===== src/hw/rtl/a5_frame_parser_sum16_check_defines.svh =====
// ----------------------------------------------------------------------------
// Assertion macros for the sum16 frame parser
// These macros expect the including module to have signals named clk and rst.
// ----------------------------------------------------------------------------
`ifndef A5_FRAME_PARSER_SUM16_CHECK_DEFINES_SVH
`define A5_FRAME_PARSER_SUM16_CHECK_DEFINES_SVH

// The consequent must hold in the same cycle as the antecedent.
`define A5FP_ASSERT_SAME(lbl, ante, cons, msg) \
  lbl: assert property (@(posedge clk) disable iff (rst) (ante) |-> (cons)) \
    else $error(msg);

// The consequent must hold in the cycle after the antecedent.
`define A5FP_ASSERT_NEXT(lbl, ante, cons, msg) \
  lbl: assert property (@(posedge clk) disable iff (rst) (ante) |=> (cons)) \
    else $error(msg);

`endif


===== src/hw/rtl/a5fp_pkg.sv =====
// ----------------------------------------------------------------------------
// a5fp_pkg
// Types and constants shared by the sum16 frame parser.
// ----------------------------------------------------------------------------
`timescale 1ns / 1ps

package a5fp_pkg;

  localparam logic [7:0] START_BYTE = 8'hFF;

  // Configuration register indexes.
  localparam logic [2:0] CFG_PUMP_ADDRESS       = 3'd0;
  localparam logic [2:0] CFG_CONTROLLER_ADDRESS = 3'd1;
  localparam logic [2:0] CFG_PREFIX_VALUE       = 3'd2;
  localparam logic [2:0] CFG_REVISION_VALUE     = 3'd3;
  localparam logic [2:0] CFG_STATUS_ACTION_CODE = 3'd4;

  localparam logic [7:0] RST_PUMP_ADDRESS       = 8'd96;
  localparam logic [7:0] RST_CONTROLLER_ADDRESS = 8'd16;
  localparam logic [7:0] RST_PREFIX_VALUE       = 8'd165;
  localparam logic [7:0] RST_REVISION_VALUE     = 8'd0;
  localparam logic [7:0] RST_STATUS_ACTION_CODE = 8'd7;

  // Data byte positions that carry the pump readings.
  localparam logic [7:0] STATUS_FIRST = 8'd3;
  localparam logic [7:0] STATUS_LAST  = 8'd8;
  localparam int         STATUS_DEPTH = 6;

  typedef enum logic [3:0] {
    PH_HUNT   = 4'd0,
    PH_PREFIX = 4'd1,
    PH_REV    = 4'd2,
    PH_DST    = 4'd3,
    PH_SRC    = 4'd4,
    PH_CMD    = 4'd5,
    PH_LEN    = 4'd6,
    PH_DATA   = 4'd7,
    PH_CHKH   = 4'd8,
    PH_CHKL   = 4'd9
  } phase_t;

  localparam logic KIND_DATA  = 1'b0;
  localparam logic KIND_FRAME = 1'b1;

  typedef struct packed {
    logic        out_kind;
    logic [7:0]  payload_byte;
    logic [7:0]  frame_dest;
    logic [7:0]  frame_source;
    logic [7:0]  frame_action;
    logic [7:0]  frame_length;
    logic        checksum_ok;
    logic        status_valid;
    logic [15:0] pump_watts;
    logic [15:0] pump_rpm;
    logic [7:0]  pump_flow;
    logic [7:0]  pump_power;
  } result_t;

endpackage


===== src/hw/rtl/a5_frame_parser_sum16_check.sv =====
// ----------------------------------------------------------------------------
// a5_frame_parser_sum16_check
// Byte-serial frame parser with a 16-bit wrapping sum check and pump status
// decode.
//
//   channel | direction | handshake           | payload
//   --------+-----------+---------------------+-------------------------------
//   input   | in        | in_valid / in_stall | rx_byte
//   output  | out       | out_valid/out_stall | out_kind .. pump_power
//   config  | in        | cfg_write           | cfg_index, cfg_data
//
// One byte is taken per cycle while in_stall is low; each data byte or frame-end
// result is registered in the output register, or parked in the skid register.
// The output register is backed by a one-entry skid register; in_stall is the
// skid register's full flag, so input stalls only after two results are held.
// Reset is synchronous; it clears the parse phase and the handshake flags and
// loads the configuration registers with their reset values.
// ----------------------------------------------------------------------------
`timescale 1ns / 1ps
`include "a5_frame_parser_sum16_check_defines.svh"

module a5_frame_parser_sum16_check
  import a5fp_pkg::*;
#(
  parameter int MAX_PAYLOAD = 32
) (
  input  logic        clk,
  input  logic        rst,
  // Configuration
  input  logic        cfg_write,
  input  logic [2:0]  cfg_index,
  input  logic [7:0]  cfg_data,
  // Input requests
  input  logic        in_valid,
  output logic        in_stall,
  input  logic [7:0]  rx_byte,
  // Output requests
  output logic        out_valid,
  input  logic        out_stall,
  output logic        out_kind,
  output logic [7:0]  payload_byte,
  output logic [7:0]  frame_dest,
  output logic [7:0]  frame_source,
  output logic [7:0]  frame_action,
  output logic [7:0]  frame_length,
  output logic        checksum_ok,
  output logic        status_valid,
  output logic [15:0] pump_watts,
  output logic [15:0] pump_rpm,
  output logic [7:0]  pump_flow,
  output logic [7:0]  pump_power
);

  localparam logic [7:0] MaxPayload = 8'(MAX_PAYLOAD);

  // Configuration registers
  logic [7:0] pump_address;
  logic [7:0] controller_address;
  logic [7:0] prefix_value;
  logic [7:0] revision_value;
  logic [7:0] status_action_code;

  // Parser state
  phase_t      phase, phase_next;
  logic [15:0] running_sum, running_sum_next;
  logic [7:0]  hdr_dest, hdr_dest_next;
  logic [7:0]  hdr_source, hdr_source_next;
  logic [7:0]  hdr_action, hdr_action_next;
  logic [7:0]  hdr_length, hdr_length_next;
  logic [7:0]  bytes_taken, bytes_taken_next;
  logic [7:0]  rx_check_high, rx_check_high_next;
  logic [7:0]  status_bytes [STATUS_DEPTH];

  // Output register and skid register
  logic    skid_valid;
  result_t out_res;
  result_t skid_res;

  logic    accept;
  logic    out_take;
  logic    res_fire;
  result_t res_new;
  logic    known_addr;
  logic    data_overrun;
  logic    clear_status;
  logic    status_write;
  logic [2:0]  status_idx;
  logic [15:0] sum_plus;
  logic [7:0]  taken_plus;
  logic [15:0] rx_check;
  logic        sum_match;
  logic        is_status;

  assign in_stall = skid_valid;
  assign accept   = in_valid && !in_stall;
  assign out_take = out_valid && !out_stall;

  assign known_addr   = (rx_byte == pump_address) || (rx_byte == controller_address);
  assign data_overrun = (bytes_taken > hdr_length) || (bytes_taken >= MaxPayload);
  assign sum_plus     = running_sum + {8'd0, rx_byte};
  assign taken_plus   = bytes_taken + 8'd1;
  assign rx_check     = {rx_check_high, rx_byte};
  assign sum_match    = (rx_check == running_sum);
  assign is_status    = sum_match && (hdr_action == status_action_code);
  assign status_idx   = 3'(bytes_taken - STATUS_FIRST);

  // Next phase
  always_comb begin
    phase_next = PH_HUNT;
    case (phase)
      PH_PREFIX: phase_next = (rx_byte == prefix_value) ? PH_REV : PH_HUNT;
      PH_REV:    phase_next = (rx_byte == revision_value) ? PH_DST : PH_HUNT;
      PH_DST:    phase_next = known_addr ? PH_SRC : PH_HUNT;
      PH_SRC:    phase_next = known_addr ? PH_CMD : PH_HUNT;
      PH_CMD:    phase_next = PH_LEN;
      PH_LEN:    phase_next = (rx_byte == 8'd0) ? PH_CHKH : PH_DATA;
      PH_DATA: begin
        if (data_overrun) begin
          phase_next = PH_HUNT;
        end else if (taken_plus == hdr_length) begin
          phase_next = PH_CHKH;
        end else begin
          phase_next = PH_DATA;
        end
      end
      PH_CHKH:   phase_next = PH_CHKL;
      PH_CHKL:   phase_next = PH_HUNT;
      default:   phase_next = (rx_byte == START_BYTE) ? PH_PREFIX : PH_HUNT;
    endcase
  end

  // Datapath updates and result for the byte on the input
  always_comb begin
    running_sum_next   = running_sum;
    hdr_dest_next      = hdr_dest;
    hdr_source_next    = hdr_source;
    hdr_action_next    = hdr_action;
    hdr_length_next    = hdr_length;
    bytes_taken_next   = bytes_taken;
    rx_check_high_next = rx_check_high;
    clear_status       = 1'b0;
    status_write       = 1'b0;
    res_fire           = 1'b0;
    res_new            = '0;
    case (phase)
      PH_PREFIX: begin
        if (rx_byte == prefix_value) begin
          clear_status       = 1'b1;
          hdr_dest_next      = 8'd0;
          hdr_source_next    = 8'd0;
          hdr_action_next    = 8'd0;
          hdr_length_next    = 8'd0;
          bytes_taken_next   = 8'd0;
          rx_check_high_next = 8'd0;
          running_sum_next   = {8'd0, rx_byte};
        end
      end
      PH_REV: begin
        if (rx_byte == revision_value) begin
          running_sum_next = sum_plus;
        end
      end
      PH_DST: begin
        if (known_addr) begin
          hdr_dest_next    = rx_byte;
          running_sum_next = sum_plus;
        end
      end
      PH_SRC: begin
        if (known_addr) begin
          hdr_source_next  = rx_byte;
          running_sum_next = sum_plus;
        end
      end
      PH_CMD: begin
        hdr_action_next  = rx_byte;
        running_sum_next = sum_plus;
      end
      PH_LEN: begin
        hdr_length_next  = rx_byte;
        bytes_taken_next = 8'd0;
        running_sum_next = sum_plus;
      end
      PH_DATA: begin
        if (!data_overrun) begin
          status_write         = (bytes_taken >= STATUS_FIRST) && (bytes_taken <= STATUS_LAST);
          running_sum_next     = sum_plus;
          bytes_taken_next     = taken_plus;
          res_fire             = 1'b1;
          res_new.out_kind     = KIND_DATA;
          res_new.payload_byte = rx_byte;
        end
      end
      PH_CHKH: begin
        rx_check_high_next = rx_byte;
      end
      PH_CHKL: begin
        res_fire             = 1'b1;
        res_new.out_kind     = KIND_FRAME;
        res_new.frame_dest   = hdr_dest;
        res_new.frame_source = hdr_source;
        res_new.frame_action = hdr_action;
        res_new.frame_length = hdr_length;
        res_new.checksum_ok  = sum_match;
        res_new.status_valid = is_status;
        if (is_status) begin
          res_new.pump_watts = {status_bytes[0], status_bytes[1]};
          res_new.pump_rpm   = {status_bytes[2], status_bytes[3]};
          res_new.pump_flow  = status_bytes[4];
          res_new.pump_power = status_bytes[5];
        end
      end
      default: begin
      end
    endcase
  end

  // Configuration registers and control state
  always_ff @(posedge clk) begin
    if (rst) begin
      pump_address       <= RST_PUMP_ADDRESS;
      controller_address <= RST_CONTROLLER_ADDRESS;
      prefix_value       <= RST_PREFIX_VALUE;
      revision_value     <= RST_REVISION_VALUE;
      status_action_code <= RST_STATUS_ACTION_CODE;
      phase              <= PH_HUNT;
      out_valid          <= 1'b0;
      skid_valid         <= 1'b0;
    end else begin
      if (cfg_write) begin
        case (cfg_index)
          CFG_PUMP_ADDRESS:       pump_address       <= cfg_data;
          CFG_CONTROLLER_ADDRESS: controller_address <= cfg_data;
          CFG_PREFIX_VALUE:       prefix_value       <= cfg_data;
          CFG_REVISION_VALUE:     revision_value     <= cfg_data;
          CFG_STATUS_ACTION_CODE: status_action_code <= cfg_data;
          default: begin
          end
        endcase
      end
      if (accept) begin
        phase <= phase_next;
      end
      // A new result goes to the output register when it is free or being
      // drained this cycle, otherwise it parks in the skid register.
      if (accept && res_fire) begin
        if (!out_valid || out_take) begin
          out_valid <= 1'b1;
        end else begin
          skid_valid <= 1'b1;
        end
      end else if (out_take) begin
        if (skid_valid) begin
          skid_valid <= 1'b0;
        end else begin
          out_valid <= 1'b0;
        end
      end
    end
  end

  // Payload registers
  always_ff @(posedge clk) begin
    if (accept) begin
      running_sum   <= running_sum_next;
      hdr_dest      <= hdr_dest_next;
      hdr_source    <= hdr_source_next;
      hdr_action    <= hdr_action_next;
      hdr_length    <= hdr_length_next;
      bytes_taken   <= bytes_taken_next;
      rx_check_high <= rx_check_high_next;
      if (clear_status) begin
        for (int i = 0; i < STATUS_DEPTH; i++) begin
          status_bytes[i] <= 8'd0;
        end
      end else if (status_write) begin
        status_bytes[status_idx] <= rx_byte;
      end
    end
    if (accept && res_fire) begin
      if (!out_valid || out_take) begin
        out_res <= res_new;
      end else begin
        skid_res <= res_new;
      end
    end else if (out_take && skid_valid) begin
      out_res <= skid_res;
    end
  end

  assign out_kind     = out_res.out_kind;
  assign payload_byte = out_res.payload_byte;
  assign frame_dest   = out_res.frame_dest;
  assign frame_source = out_res.frame_source;
  assign frame_action = out_res.frame_action;
  assign frame_length = out_res.frame_length;
  assign checksum_ok  = out_res.checksum_ok;
  assign status_valid = out_res.status_valid;
  assign pump_watts   = out_res.pump_watts;
  assign pump_rpm     = out_res.pump_rpm;
  assign pump_flow    = out_res.pump_flow;
  assign pump_power   = out_res.pump_power;

  // The skid register only fills behind a held output register.
  `A5FP_ASSERT_SAME(a_skid_behind_out, skid_valid, out_valid,
    "skid register holds a result while the output register is empty")

  // A status verdict is only given for a frame whose sum matched.
  `A5FP_ASSERT_SAME(a_status_needs_sum, out_valid && out_res.status_valid,
    (out_res.out_kind == KIND_FRAME) && out_res.checksum_ok,
    "status reported without a matching checksum")

  // While in the data phase, fewer bytes than declared have been taken.
  `A5FP_ASSERT_SAME(a_data_count, phase == PH_DATA,
    (bytes_taken < hdr_length) && (bytes_taken <= MaxPayload),
    "data byte count out of range in data phase")

  // A parked result is handed to the output register when the output drains.
  `A5FP_ASSERT_NEXT(a_skid_drains, skid_valid && out_take, out_valid && !skid_valid,
    "skid register did not drain into the output register")

endmodule

===== config.mk =====
export PLATFORM = sky130hd
export DESIGN_NAME = a5_frame_parser_sum16_check
export DESIGN_NICKNAME = d
export VERILOG_FILES = /design/src/hw/rtl/a5fp_pkg.sv /design/src/hw/rtl/a5_frame_parser_sum16_check.sv
export VERILOG_INCLUDE_DIRS = /design/src /design/src/hw/rtl
export SDC_FILE = /design/constraint.sdc
export NUM_CORES = 1
export LEC_CHECK = 0
export BUFFER_PORTS_ARGS = -buffer_cell sky130_fd_sc_hd__buf_4
export CAP_MARGIN = 40
export CORE_MARGIN = 5
export CORE_UTILIZATION = 50
export CTS_CLUSTER_DIAMETER = 40
export CTS_CLUSTER_SIZE = 10
export DETAILED_ROUTE_END_ITERATION = 8
export GPL_TIMING_DRIVEN = 0
export MAX_ROUTING_LAYER = met4
export PLACE_DENSITY = 0.71
export SETUP_SLACK_MARGIN = 0.3
export SYNTH_ARGS = -nofsm -noshare
export SYNTH_HDL_FRONTEND = slang
export SYNTH_SLANG_ARGS = --single-unit

===== constraint.sdc =====
create_clock -name clk -period 9 [get_ports clk]
set_input_delay 0.9 -clock clk [delete_from_list [all_inputs] [get_ports clk]]
set_output_delay 0.9 -clock clk [all_outputs]
set_load 0.05 [all_outputs]

* After elaboration in Yosys (flattened, before gate mapping)
Memory sizes are Yosys's and may differ from the RTL's.
Cells that the tools add are included.
** Storage, ports and cells
- Register bits after elaboration :: 292
- Memory bits (writable) :: 48
- Input bits :: 24
- Output and inout port bits :: 93
- Word-level logic and storage cells :: 174
- Memories :: 1
** Memories
- status_bytes :: words 6, width 8, read ports 6, clocked after memory_dff 0, wr ports 6, RTL line a5_frame_parser_sum16_check.sv:72 : logic [7:0] status_bytes [STATUS_DEPTH];
** Operators by class
- $add $sub $neg :: 3
- Order comparisons :: 4
- Equal/unequal tests :: 30
- Mux-type cells :: 54
- Bitwise logic cells :: 1
- Reduce and logical (&&, ||, !) cells :: 42
** Operator list (count)
- 91-bit two-way mux :: 3
- 82-bit two-way mux :: 1
- 16-bit case mux with 5 select lines :: 1
- 8-bit case mux with 2 select lines :: 5
- 16-bit two-way mux :: 4
- 8-bit == test :: 6
- 48-bit two-way mux :: 1
- 8-bit two-way mux :: 6
- 4-bit case mux with 9 select lines :: 1
- 8-bit case mux with 3 select lines :: 1
- 1-bit two-way mux :: 21
- 16-bit by 8-bit adder with 16-bit output :: 1
- 16-bit == test :: 1
- 4-bit by 3-bit == test with 1-bit output (second input constant) :: 4
- 2-bit AND reduction :: 8
- 2-bit nonzero test :: 7
- 4-bit two-way mux :: 3
- 2-bit != test (second input constant) :: 6
- 3-bit AND reduction :: 4
- 4-bit AND reduction :: 3
- 3-bit two-way mux :: 3
- 8-bit by 1-bit adder with 8-bit output (second input constant) :: 1
- 4-bit by 2-bit == test with 1-bit output (second input constant) :: 2
- 4-bit == test (second input constant) :: 2
- other kinds (24) :: 39

* Logic depth before layout (Yosys ltp)
Gate-level depths: netlist (run 1).
- Depth after elaboration :: 10
- Depth in mapped cells :: 11
- Depth with buffers taken out :: 9

* Worst setup path before layout (run 1)
Ideal clock, no wire load.
- Path type :: reg-to-reg
- Start :: register bytes_taken[0]
- End :: register out_res, in the netlist checksum_ok (enable)
- Setup time :: 0.679 ns
- Arrival :: 8.559 ns
- Data required time :: 8.321 ns
- Path slack :: -0.238 ns
- Cell stages (with the launch flop) :: 12
- Buffers on the path :: 3
- Period minus slack after synthesis :: 9.238 ns
- Cell sequence :: edfxtp_1 clkbuf_1 inv_1 ha_1 nand4_1 nor2_1 a21oi_1 nor3_4 o21ai_1 buf_2 buf_2 a21boi_0
** Between the ends
- Longest elaborated chain between the ends :: 7
- Elaborated cells between the ends (all ways) :: 9
- Classes of those cells :: order compare (2); eq/ne (1); mux (2); reduce/logical (4)
** Ends and longest elaborated chain
- start: declaration :: RTL line a5_frame_parser_sum16_check.sv:70 : logic [7:0] bytes_taken, bytes_taken_next;
- start signal: assignment :: RTL line a5_frame_parser_sum16_check.sv:270 : bytes_taken <= bytes_taken_next;
- 8-bit greater-than comparator / 8-bit by 6-bit greater-or-equal comparator with 1-bit output (equally long branches) :: RTL line a5_frame_parser_sum16_check.sv:99 : assign data_overrun = (bytes_taken > hdr_length) || (bytes_taken >= MaxPayload);
- 1-bit logical OR (*) :: RTL line a5_frame_parser_sum16_check.sv:99
- 1-bit two-way mux (*) :: RTL line a5_frame_parser_sum16_check.sv:185 : if (!data_overrun) begin
- 1-bit case mux with 2 select lines (*) :: RTL line a5_frame_parser_sum16_check.sv:145 : case (phase)
- 1-bit logical AND (*) :: RTL line a5_frame_parser_sum16_check.sv:280 : if (accept && res_fire) begin
- 2-bit by 1-bit != test with 1-bit output (no source line) / 2-bit nonzero test (equally long branches)
- 2-bit AND reduction (no source line) (*)
- end signal: assignment :: RTL line a5_frame_parser_sum16_check.sv:282 : out_res <= res_new;
- end signal: assignment :: RTL line a5_frame_parser_sum16_check.sv:287 : out_res <= skid_res;
- end: declaration :: RTL line a5_frame_parser_sum16_check.sv:76 : result_t out_res;
Mark *: on every way between the ends. The rest lies on a longest branch, timed or not.
A chain may end at the register's enable or synchronous reset.

* Worst setup path in the final report (run 1)
- Start :: register bytes_taken[0]
- End :: register skid_res[34] in the netlist's numbering (enable)
** Between the ends
- Longest elaborated chain between the ends :: 6
- Elaborated cells between the ends (all ways) :: 7
- Classes of those cells :: order compare (2); mux (2); reduce/logical (3)
** Ends and longest elaborated chain
- 8-bit greater-than comparator / 8-bit by 6-bit greater-or-equal comparator with 1-bit output (equally long branches) :: RTL line a5_frame_parser_sum16_check.sv:99
- 1-bit logical OR (*) :: RTL line a5_frame_parser_sum16_check.sv:99
- 1-bit two-way mux (*) :: RTL line a5_frame_parser_sum16_check.sv:185
- 1-bit case mux with 2 select lines (*) :: RTL line a5_frame_parser_sum16_check.sv:145
- 1-bit logical AND (*) :: RTL line a5_frame_parser_sum16_check.sv:280
- 2-bit AND reduction (no source line) (*)
- end signal: assignment :: RTL line a5_frame_parser_sum16_check.sv:284 : skid_res <= res_new;
- end: declaration :: RTL line a5_frame_parser_sum16_check.sv:77 : result_t skid_res;
Marked as above.

==> results of run 1 <==
[layout by cell type, fill, tap and decap left out, drive strengths merged, types with 3 or more instances in the layout]
cell / n
edfxtp: 294
buf: 149
nand2: 111
and2: 107
clkbuf: 106
nor2: 51
mux2: 49
and3: 48
dfxtp: 46
xnor2: 44
a22o: 40
a21oi: 39
xor2: 25
inv: 23
o21ai: 21
ha: 18
nand4: 14
nor4: 13
nor3: 11
and4: 10
nand3: 10
nor2b: 9
a31oi: 9
clkinv: 9
mux2i: 8
nor4b: 7
a21o: 6
a41o: 6
or4: 6
nand3b: 5
or3: 5
nand2b: 5
a221oi: 4
or2: 4
o211ai: 3
a211o: 3
bufinv: 3
a211oi: 3
[routing by layer]
layer | wire length, um | vias to the layer above | global-route usage
met5 | 0 | - | -
met4 | 1063 | 0 | 0.07062
met3 | 2373 | 85 | 0.03431
met2 | 15990 | 341 | 0.3289
met1 | 13770 | 4547 | 0.2616
li1 | - | 4546 | -
[metrics by stage]
step	std cells	util	area, sq um	worst slack, ns	power (mW)
finish	1735	0.6085	18030	4.857	3.441
detailed placement	1663	0.5615	16640	4.598	1.825
global route	1735	0.6085	18030	4.583	3.550
global placement	1647	0.5521	16360	-0.01490	1.821
floorplan	1142	-	15010	2.237	1.782
CTS	1734	0.6082	18030	4.852	3.469
[area by class of cell]
| cell class | count | area, sq um | share of cell area |
|---|---|---|---|
| multi-input combinational | 712 | 4918 | 0.2727 |
| clock buffer | 55 | 1195 | 0.06626 |
| timing repair buffer | 132 | 1121 | 0.06217 |
| sequential | 340 | 9749 | 0.5406 |
| clock inverter | 16 | 188.9 | 0.01048 |
| tap | 390 | 488.0 | 0.02706 |
| buffer | 69 | 294.0 | 0.01630 |
| inverter | 21 | 78.83 | 0.004371 |
[worst max-delay path by stage]
stage	end	slack, ns	cells after the start
finish	skid_res[34]	4.86	14
detailed placement	running_sum[12]	4.60	10
CTS	skid_res[12]	4.85	14
floorplan	checksum_ok	2.24	11
global placement	pump_watts[10]	-0.01	11
global route	skid_res[34]	4.58	14
[flip-flops by register name, indices dropped and copies added (netlist names), 4 cells and up]
register / count
skid_res: 91
status_bytes: 48
pump_rpm: 16
pump_watts: 16
running_sum: 16
bytes_taken: 8
controller_address: 8
frame_action: 8
frame_dest: 8
frame_length: 8
frame_source: 8
hdr_action: 8
hdr_dest: 8
hdr_length: 8
hdr_source: 8
payload_byte: 8
prefix_value: 8
pump_address: 8
pump_flow: 8
pump_power: 8
revision_value: 8
rx_check_high: 8
status_action_code: 8
phase: 4
[power by group]
part	leakage [nW]	internal (mW)	switching [mW]	total [mW]
Combinational	2.90	0.0310	0.0642	0.0952
Sequential	3.17	1.70	0.00418	1.70
Clock	0.672	1.02	0.623	1.65
[critical path, stage by stage (launching register included)]
cell and delay [ns]:
edfxtp_1 0.34, clkbuf_1 0.31, inv_1 0.11, ha_1 0.32
nand4_1 0.14, nor2_1 0.17, a211oi_1 0.08, buf_2 0.19
nor3_4 0.34, o21ai_1 0.22, buf_2 0.31, buf_2 0.26
nor2_4 0.58, buf_16 0.24, buf_12 0.21
[cell families after synthesis]
kind of cell,Yosys count
buffers and inverters,90
xor gates and xnor gates,71
muxes,57
DFF,340
AOI/OAI and AO/OA,146
and+or+nand+nor,419
adders and majority gates,19
==> metrics.csv, run 1 <==
metric;value;unit
vias_per_cell;5.486;
netlist_instances;1142;
cts_tree;done;
syn_nets;1185;
yosysWarnings;0;
critPathKind;reg2reg;
port_buffers;115;
fp.dieH;183.3;um
rrSetupSlack;4.86;ns
clk_pin_slew;0.05;ns
p_leak;6.743;nW
finalCritPeriodShare;0.4603;
ios;117;
n_fill_cell;2364;
synth_compound_area_frac;0.06768;
insertion_delay;0.54;ns
root_buffer;clkbuf_16;
rsz0062_at_grt;no;
grt_pass1_vias;9555;
cts_htree_levels;2;
grt_antenna_before_repair;0;
worstHoldEndpoint;revision_value[5];
outcome;finished clean;
async_reset_ff_frac;0;
ant_nets;0;
r2r-end;skid_res[34];
yosysMostFrequentCell;edfxtp_1;
drt_iter0_markers;635;
synth_xor_area_frac;0.04326;
row_count;63;
ys_seq_area_frac;0.6495;
cts.sinks;340;
coreArea;0.02964;sq mm
grt_max_degree;32;
antenna_cells;0;
fin_setup_tns;0;ns
routedWlPerCell;19.14;um
syn_area_per_cell;13.14;sq um
cp-end-kind;register;
drcViolationCount;0;
powerDensity;190.8;mW/mm^2
yosysUniqueCellTypes;64;
fmax;0.2414;GHz
cts.repair.resized;0;
drv_cap;0;
hold_start;revision_value[5];
ys_top_cells_by_area;edfxtp_1 59%, dfxtp_1 6.1%, and2_1 4.5%, mux2_2 3.6%, nand2_1 2.8%;
wl;33200;um
die_x;183.3;um
synth_top_family_by_area;simple AND/OR/NAND/NOR gates;
synth_edf_count;294;
synth_top_area_cell;edfxtp_1;
ys_ff_latch;340;
synth.top_cells.by_count;294 x edfxtp_1, 111 x nand2_1, 107 x and2_1, 51 x clkbuf_1, 51 x nor2_1;
final_nets;1364;
synth_flop_cell;edfxtp_1;
synth_simple_gate_area_frac;0.1563;
muxShareOfSynthArea;0.04209;
crit_path_max_fanout;31;
syn2layout_area_growth;20.14;%
min_path_cells;2;
maxSlewHeadroom;0.3455;
cts_buffer_depth;3;
ff2ff_path_depth;14;
gp_congestion;0.9090;
dieArea;0.03359;sq mm
setup_viol;0;
irDropWorstVdd;143.6;uV
start_util;0.5065;
startpoint_type;register;
required;9.23;ns
startpoint;bytes_taken[0];
synth_top_cell_area_share;0.5881;
grt.total_usage;0.2031;
dr.pass1.iters;8;
post-cts-setup-buffers;0;
synth_fa_ha_area_frac;0.01634;
num_vias;9519;
hp-class;reg2reg;
gr-total-overflow;0;
r2r_start;bytes_taken[0];
dp_hpwl;23120;um
worst_pin_slew;0.9817;ns
drv_slew;0;
finalHoldViolations;0;
critical_path_arrival;4.38;ns
grt_pass1_wl;52270;um
fin_skew;0.01500;ns
synth_area;0.01501;sq mm
cts_buffers;45;
cts_hold_buffers;0;
holdWs;0.4666;ns
layout-drive-gt1-share;0.2022;
min_period;4.143;ns
(Power assumes the default switching activity.)
==> run 2: changes to the inputs <==
==> constraint.sdc (replaced) <==
create_clock -name clk -period 3.5 [get_ports clk]
set_input_delay 0.35 -clock clk [delete_from_list [all_inputs] [get_ports clk]]
set_output_delay 0.35 -clock clk [all_outputs]
set_load 0.05 [all_outputs]
==> run 2 against run 1 <==
Clock power grew to 2.6 times the previous value. Fmax is 33% higher. First-iteration DRC count is 4.7% lower. Cell area is 2.3% higher. Largest power group unchanged.
==> metrics.csv, run 2 (synthesized netlist as in run 1, its figures left out) <==
metric;value;unit;change
drv_cap;0;;unchanged
reg_top3;skid_res (91), status_bytes (48);;unchanged
p_leak;6.807;nW;was 6.743 nW
crit_family;compound AO/OA/AOI/OAI gates;;was buffers and inverters
largest_reg_flops;91;;unchanged
grt_antenna_before_repair;0;;unchanged
layout_commonest_cell;edfxtp_1;;unchanged
critical_path_arrival;3.29;ns;was 4.38 ns
crit_path_max_fanout;8;;was 31
layout-drive-gt1-share;0.2301;;was 0.2022
pre_cts_ws;-0.2978;ns;was 4.598 ns
clk_pin_slew;0.06;ns;was 0.05 ns
cp_num_buf_inv;2;;was 7
fin_skew;0.01922;ns;was 0.01500 ns
grt_max_degree;28;;was 32
drcViolationCount;0;;unchanged
start_util;0.5065;;unchanged
row_count;63;;unchanged
dp_hpwl;23250;um;was 23120 um
irDropWorstVdd;352.3;uV;was 143.6 uV
grt_pass1_vias;9746;;was 9555
num_vias;9770;;was 9519
cts.sinks;340;;unchanged
holdWs;0.05714;ns;was 0.4666 ns
gr-total-overflow;0;;unchanged
dpl-instance-area;0.01669;sq mm;was 0.01664 sq mm
grt.total_usage;0.2087;;was 0.2031
cts_buffer_depth;3;;unchanged
largest-register;skid_res;;unchanged
gp_congestion;0.9342;;was 0.9090
hp-class;in2reg;;was reg2reg
critical-path-max-stage-delay;0.79;ns;was 0.58 ns
fp.dieH;183.3;um;unchanged
maxSlewHeadroom;0.3327;;was 0.3455
final_cell_mix;294 x edfxtp_1, 139 x buf_4, 111 x nand2_1;;was 294 x edfxtp_1, 120 x buf_4, 111 x nand2_1
fin_cells;1759;;was 1735
root_buffer;clkbuf_16;;unchanged
fmax;0.3201;GHz;was 0.2414 GHz
insertion_delay;0.56;ns;was 0.54 ns
syn2layout_area_growth;22.92;%;was 20.14%
coreArea;0.02964;sq mm;unchanged
finalCritPeriodShare;0.8926;;was 0.4603
finalWorstSetupSlack;0.3759;ns;was 4.857 ns
finalHoldViolations;0;;unchanged
routedWlPerCell;19.42;um;was 19.14 um
cts_tree;done;;unchanged
cp_slowest_cell;a21oi_1;;was nor2_4
outcome;finished clean;;unchanged
required;3.66;ns;was 9.23 ns
cts_buffers;47;;was 45
powerDensity;487.3;mW/mm^2;was 190.8 mW/mm^2
ant_nets;0;;unchanged
ios;117;;unchanged
n_fill_cell;2284;;was 2364
drt_iter0_markers;605;;was 635
drv_slew;0;;unchanged
antenna_cells;0;;unchanged
min_period;3.124;ns;was 4.143 ns
placed_cells;1662;;was 1663
path_cells;inv_2 > ha_1 > nor2b_1 > o211ai_1 > a211oi_4 > buf_12 > nor3_1 > o21ai_0 > a21oi_1;;was clkbuf_1 > inv_1 > ha_1 > nand4_1 > nor2_1 > a211oi_1 > buf_2 > nor3_4 > o21ai_1 > buf_2 > buf_2 > nor2_4 > buf_16 > buf_12
cts_hold_buffers;0;;unchanged
cts_htree_levels;2;;unchanged
total_power;8.992;mW;was 3.441 mW
startpoint_type;register;;unchanged
grt_pass1_wl;53420;um;was 52270 um
vias_per_cell;5.554;;was 5.486
die_x;183.3;um;unchanged
port_buffers;115;;unchanged
cp-end-kind;register;;unchanged
fin_area;0.01845;sq mm;was 0.01803 sq mm
wl;34160;um;was 33200 um
dr.pass1.iters;6;;was 8
rsz0062_at_grt;yes;;was no
dieArea;0.03359;sq mm;unchanged
worst_pin_slew;1.001;ns;was 0.9817 ns
final_nets;1388;;was 1364
setup_viol;0;;unchanged
critPathKind;reg2reg;;unchanged
## run 2: worst paths after layout
kind | start | endpoint | slack, ns | depth (start not counted)
max reg2reg | hdr_length[1] | bytes_taken[7] | 0.38 | 9
min reg2reg | pump_address[4] | pump_address[4] | 0.46 | 2
max | hdr_length[1] | bytes_taken[7] | 0.38 | 9
min | cfg_data[0] | prefix_value[0] | 0.06 | 2
## run 2: layer usage
metal	part of all wire	global-route usage	vias up
met2	0.48	0.3379	365
met5	0	-	-
met1	0.40	0.2608	4701
met4	0.039	0.08164	0
li1	-	-	4604
met3	0.073	0.04165	100
## run 2: what timing repair did
action	in CTS	in global routing
cloned	2	0
endpoints found under the setup margin	192	98
pin swaps	7	8
setup buffers	17	5
gates resized for setup	6	17
## run 2: power by group
group | switching (mW) | internal [mW]
registers | 0.0107 | 4.36
logic | 0.167 | 0.0793
clock network | 1.69 | 2.68
## run 2: per-stage QoR
step                utilization  TNS, ns
floorplan                     -   -35.68
global placement         0.5543  -237.95
detailed placement       0.5632   -10.46
CTS                      0.6200        0
global route             0.6226        0
finish                   0.6226        0
## run 2: cell type report
type / count / area (sq um) / share of cell area
inverters: 21 / 82.58 / 0.004475
repair buffers: 154 / 1370 / 0.07425
flip-flops and latches: 340 / 9749 / 0.5284
well taps: 390 / 488.0 / 0.02645
clock buffers: 54 / 1244 / 0.06740
plain buffers: 69 / 329.1 / 0.01783
multi-input cells: 712 / 4981 / 0.2700
clock inverters: 19 / 207.7 / 0.01126
